**src/rtl/core/scpa_ram.sv**
```systemverilog
// generic single write port, single read port ram with registered read
module scpa_ram #(
   parameter int WIDTH = 8,
   parameter int DEPTH = 16
) (
   input  logic                     clock,
   input  logic                     wr_en,
   input  logic [$clog2(DEPTH)-1:0] wr_addr,
   input  logic [WIDTH-1:0]         wr_data,
   input  logic [$clog2(DEPTH)-1:0] rd_addr,
   output logic [WIDTH-1:0]         rd_data
);

   logic [WIDTH-1:0] mem_ff [DEPTH];
   logic [WIDTH-1:0] rd_data_ff;

   // write and registered read
   always_ff @(posedge clock) begin
      if (wr_en) begin
         mem_ff[wr_addr] <= wr_data;
      end
      rd_data_ff <= mem_ff[rd_addr];
   end

   assign rd_data = rd_data_ff;

endmodule
```
**config.mk**
```make
export PLATFORM = sky130hd
export DESIGN_NAME = scpa_ram
export DESIGN_NICKNAME = d
export VERILOG_FILES = /design/src/rtl/core/scpa_ram.sv
export SDC_FILE = /design/constraint.sdc
export NUM_CORES = 1
export LEC_CHECK = 0
export BUFFER_PORTS_ARGS = -buffer_cell sky130_fd_sc_hd__buf_4
export CAP_MARGIN = 20
export CORE_ASPECT_RATIO = 1.1
export CORE_MARGIN = 5
export CORE_UTILIZATION = 64
export DETAILED_ROUTE_END_ITERATION = 16
export PLACE_DENSITY = 0.92
export RECOVER_POWER = 100
export REMOVE_ABC_BUFFERS = 1
export SLEW_MARGIN = 20
export SYNTH_ARGS = -nofsm -noshare
export SYNTH_HDL_FRONTEND = slang
export SYNTH_SLANG_ARGS = --single-unit
```
**constraint.sdc**
```tcl
create_clock -name clock -period 6.2 [get_ports clock]
set_clock_uncertainty 0.2 [all_clocks]
set_input_delay 0.93 -clock clock [delete_from_list [all_inputs] [get_ports clock]]
set_output_delay 0.93 -clock clock [all_outputs]
set_load 0.05 [all_outputs]
```
==> flow_summary.json, run 1 <==
{
  "maxSlewHeadroom": -0.693,
  "multi_input_area_sq_um": 1060,
  "yosys.area.top_type": "edfxtp_1",
  "ys_types": 19,
  "n_antenna_cell": 0,
  "cts.path.max_buffers": 2,
  "layout_common_cells": "edfxtp_1, clkbuf_1, mux4_2",
  "yosysWarnings": 0,
  "vias": 2465,
  "hp-class": "flip-flop to flip-flop",
  "placedCellCount": 355,
  "ys_ff_latch": 136,
  "syn_inst": 229,
  "grt_pass1_wl_um": 15400,
  "wl_um": 10300,
  "regArea_sq_um": 4000,
  "synth.area.top_cells": "edfxtp_1, mux4_2, mux4_1",
  "htree_levels": 4,
  "grt_usage": 0.227,
  "clock.fmax_mhz": 272,
  "cts_buffers": 17,
  "cts_setup_buffers": 0,
  "wl_per_cell_um": 26.6,
  "synthToLayoutAreaGrowth_pct": 16.0,
  "critical_path_class": "input pin to flip-flop",
  "io_pins": 26,
  "dieArea_sq_um": 9940,
  "netlist_area_sq_um": 5150,
  "via_per_inst": 6.37,
  "leakagePower_nw": 1.95,
  "violations": "capacitance limit, slew limit",
  "cts.sinks": 136,
  "ctsResizeCount": 0,
  "r2r_cells": 3,
  "std_cell_rows": 34,
  "period_needed_ps": 3670,
  "tns_ps": 0,
  "antenna_found_initial": 0,
  "synth_top_area_frac": 0.747,
  "hold_depth": 3,
  "drt-pass1-iter-count": 4,
  "start_util": 0.654,
  "grt_max_degree": 33,
  "cap_violations": 1,
  "nets": 284,
  "first_global_vias": 2589,
  "die_height_um": 104,
  "layout.cells.non_filler": 387,
  "cp_data_required_time_ps": 6390,
  "vdd_ir_drop_max_uv": 224,
  "antenna_left": 0,
  "p_per_area_nw_per_um2": 374,
  "critPathLaunchType": "input pin",
  "cts_hold_buffers": 0,
  "drive_above_1_share": 0.201,
  "status": "complete, but fails checks",
  "die_x_um": 95.5,
  "numPortBuffers": 25,
  "arrival_ps": 3860,
  "clkLatencyLatePin_ps": 510,
  "filler_cell_count": 443,
  "syn_avg_cell_area_sq_um": 22.5,
  "crit_fanout": 32,
  "slew_viol_final": 33,
  "core_area_sq_um": 7870,
  "cts_root_buf": "clkbuf_8",
  "period_share": 0.593,
  "hold_viol": 0,
  "grt_overflow": 0,
  "rsz0062_at_grt": "false",
  "tritoncts": "done",
  "yosysSeqAreaShare": 0.778,
  "drt_iter0_markers": 209,
  "tightest_slew_ps": 2540,
  "gp_congestion": 0.728,
  "drc": 0,
  "dp_hpwl_um": 5620,
  "final_common_cell": "edfxtp_1",
  "path_clk_slew_ps": 60,
  "endpoint_kind": "flip-flop",
  "setup_viol": 0
}
[stage by stage]
stage | power (mW) | util | setup WS [ps] | hold slack, ps | area [sq um]
detailed placement | 1.17 | 0.687 | 3030 | 459 | 5410
CTS | 2.25 | 0.769 | 3660 | 475 | 6060
floorplan | 1.11 | - | 3580 | 429 | 5060
finish | 2.23 | 0.759 | 2530 | 474 | 5970
global placement | 1.16 | 0.687 | 3260 | 446 | 5410
global route | 2.30 | 0.759 | 2200 | 492 | 5970
[kinds of logic (layout without fill, tap and decap cells)]
family,Yosys count,count (layout),synth area share
buf+inv,10,60,0.0168
flops,136,136,0.778
simple gates,35,35,0.0318
compound gates,16,16,0.0233
mux,32,32,0.150
[Yosys cell counts]
cell,number
and2b_1,1
nor3_1,4
clkdlybuf4s25_2,3
nand2b_1,2
or3b_2,1
mux4_1,14
a22oi_1,16
edfxtp_1,128
nor2_1,13
and2_1,1
nand3b_1,2
nor2b_1,1
buf_6,3
buf_4,1
dfxtp_1,8
nand3_1,1
buf_2,3
mux4_2,18
nand2_1,9
[final cells by class]
class                   instances  share of cell area
well taps                     108              0.0226
repair buffers                 28              0.0208
clock buffers                  18              0.0717
flip-flops and latches        136               0.671
multi-input cells              83               0.177
clock inverters                14              0.0371
[worst max-delay path: stages]
cell	delay (ps)
clkbuf_1	1780
mux4_1	770
a22oi_1	260
nand2_1	120
[per-layer routing]
layer  vias to the layer above  global-route usage  share of wire
li1                       1051                   -              -
met1                      1292               0.322           0.40
met2                       103               0.343           0.51
met3                        19              0.0521          0.065
met4                         0              0.0986          0.022
met5                         -                   0              0
[final timing paths]
path                            from                  to  slack, ps
min          mem_ff[13][6]$_DFFE_PP_  rd_data[6]$_DFF_P_        470
max reg2reg   mem_ff[0][3]$_DFFE_PP_  rd_data[3]$_DFF_P_       4540
min reg2reg  mem_ff[13][6]$_DFFE_PP_  rd_data[6]$_DFF_P_        470
max                       rd_addr[0]  rd_data[3]$_DFF_P_       2530
[flip-flops by register name (all words and copies together), names as in the netlist]
register  count
mem_ff      128
rd_data       8
[power by group]
group | total [mW] | leakage (nW) | internal [mW] | switching (mW)
clock network | 1.09 | 0.308 | 0.708 | 0.378
registers | 1.04 | 1.22 | 1.03 | 0.00737
logic | 0.108 | 0.420 | 0.0353 | 0.0728
(Power assumes the default switching activity.)
==> run 2: changes to the inputs <==
CORE_UTILIZATION = 60   (was 64)
PLACE_DENSITY = 0.87   (was 0.92)
clock period = 3.7 ns   (was 6.2 ns; I/O delays follow)
==> run 2 against run 1 <==
  * The flow now finishes without violations
  * Design area down 0.48%
  * Worst setup slack worse by 1100 ps
  * Die area up 6.0%
  * First-iteration DRC count up 67%
  * Critical path depth unchanged
  * Sequential power up 67%
  * Combinational power up 71%
  * Sequential share of layout area up 0.32 points
==> flow_summary.json, run 2 (synthesis results as in run 1) <==
{
  "crit_path_top_delay_cell": "clkbuf_2",
  "regMostFlops": "mem_ff",
  "maxSlewHeadroom": 0.179,
  "rr_startpoint": "mem_ff[2][3]$_DFFE_PP_",
  "cts_root_buf": "clkbuf_8",
  "wl_per_cell_um": 26.7,
  "arrival_ps": 2520,
  "cts_setup_buffers": 0,
  "clock.fmax_mhz": 433,
  "status": "finished, final reports clean",
  "critPathLaunchType": "input pin",
  "numPortBuffers": 25,
  "period_share": 0.625,
  "tritoncts": "done",
  "antenna_left": 0,
  "htree_levels": 4,
  "grt_pass1_wl_um": 15700,
  "hold_depth": 1,
  "layout_common_cells": "edfxtp_1, clkbuf_1, mux4_2",
  "cts.sinks": 136,
  "grt.met2_usage": 0.312,
  "io_pins": 26,
  "grt.busiest_layer": "met2",
  "crit_family": "buffers and inverters",
  "cp_data_required_time_ps": 3910,
  "critical_path_class": "input pin to flip-flop",
  "largest_reg_flops": 128,
  "antenna_found_initial": 0,
  "cp_cell_sequence": "clkbuf_2, mux4_1, a22oi_1, nand2_1",
  "nets": 284,
  "hp-class": "input pin to flip-flop",
  "filler_cell_count": 468,
  "die_x_um": 98.3,
  "n_antenna_cell": 0,
  "grt_overflow": 0,
  "crit_cells": 4,
  "finalPower_mw": 3.65,
  "leakagePower_nw": 1.94,
  "cts_buffers": 17,
  "die_height_um": 107,
  "holdPathEnd": "mem_ff[5][6]$_DFFE_PP_",
  "drive_above_1_share": 0.201,
  "vias": 2518,
  "crit_buf_inv": 1,
  "grt_max_degree": 33,
  "via_per_inst": 6.46,
  "rsz0062_at_grt": "false",
  "tightest_slew_ps": 1220,
  "groute.layer.met3.usage": 0.0807,
  "setup_viol": 0,
  "period_needed_ps": 2310,
  "drc": 0,
  "dp_hpwl_um": 6060,
  "r2r_end": "rd_data[3]$_DFF_P_",
  "min_from": "wr_data[6]",
  "first_global_vias": 2562,
  "cap_violations": 0,
  "drt-pass1-iter-count": 5,
  "crit_fanout": 32,
  "dieArea_sq_um": 10500,
  "ctsResizeCount": 0,
  "reg2reg_setup_slack_ps": 2100,
  "wl_um": 10400,
  "hold_viol": 0,
  "grt_usage": 0.214,
  "cts.path.max_buffers": 2,
  "final_common_cell": "edfxtp_1",
  "slew_viol_final": 0,
  "drt_iter0_markers": 348,
  "std_cell_rows": 35,
  "gr-usage-met1": 0.302,
  "endpoint_kind": "flip-flop",
  "start_util": 0.615,
  "core_area_sq_um": 8360,
  "slowest_delay_ps": 860,
  "gp_congestion": 0.741,
  "r2r_cells": 3,
  "path_clk_slew_ps": 60,
  "p_per_area_nw_per_um2": 615,
  "clkLatencyLatePin_ps": 530,
  "vdd_ir_drop_max_uv": 469,
  "cts_hold_buffers": 0,
  "synthToLayoutAreaGrowth_pct": 15.4,
  "tns_ps": 0
}
-- run 2: changes by cell type in the layout (fill, tap and decap cells not counted), sizes merged --
cell      delta
clkinv       +2
bufinv       -1
clkinvlp     -1
-- run 2: final cells by class --
| cell class | count | area, sq um | area share |
|---|---|---|---|
| clock inverters | 14 | 198 | 0.0333 |
| repair buffers | 28 | 125 | 0.0211 |
| multi-input cells | 83 | 1060 | 0.178 |
| flip-flops and latches | 136 | 4000 | 0.674 |
| clock buffers | 18 | 418 | 0.0703 |
| well taps | 111 | 139 | 0.0234 |
-- run 2: worst max-delay path by stage --
stage	startpoint	slack, ps	endpoint
finish	rd_addr[0]	1390	rd_data[3]$_DFF_P_
global route	rd_addr[0]	1230	rd_data[3]$_DFF_P_
CTS	rd_addr[0]	1780	rd_data[3]$_DFF_P_
detailed placement	rd_addr[0]	1270	rd_data[1]$_DFF_P_
global placement	wr_addr[2]	1250	mem_ff[1][6]$_DFFE_PP_
floorplan	wr_addr[2]	1450	mem_ff[0][0]$_DFFE_PP_
-- run 2: report_power, final --
| part | leakage [nW] | internal (mW) | switching, mW |
|---|---|---|---|
| clock network | 0.296 | 1.10 | 0.633 |
| logic | 0.423 | 0.0584 | 0.127 |
| registers | 1.22 | 1.72 | 0.0125 |
-- run 2: metrics by stage --
stage | area [sq um] | cells | setup WS (ps) | utilization | hold WS [ps]
6_report | 5940 | 390 | 1390 | 0.710 | 341
2_1_floorplan | 5060 | 219 | 1450 | - | 429
3_3_place_gp | 5410 | 358 | 1250 | 0.647 | 442
5_1_grt | 5940 | 390 | 1230 | 0.710 | 339
4_1_cts | 6030 | 390 | 1780 | 0.721 | 122
3_5_place_dp | 5420 | 358 | 1270 | 0.647 | 458
-- run 2: routing by layer --
| metal | up-vias | wire, um |
|---|---|---|
| met2 | 151 | 4950 |
| li1 | 1053 | - |
| met4 | 0 | 272 |
| met3 | 29 | 930 |
| met5 | - | 0 |
| met1 | 1285 | 4270 |
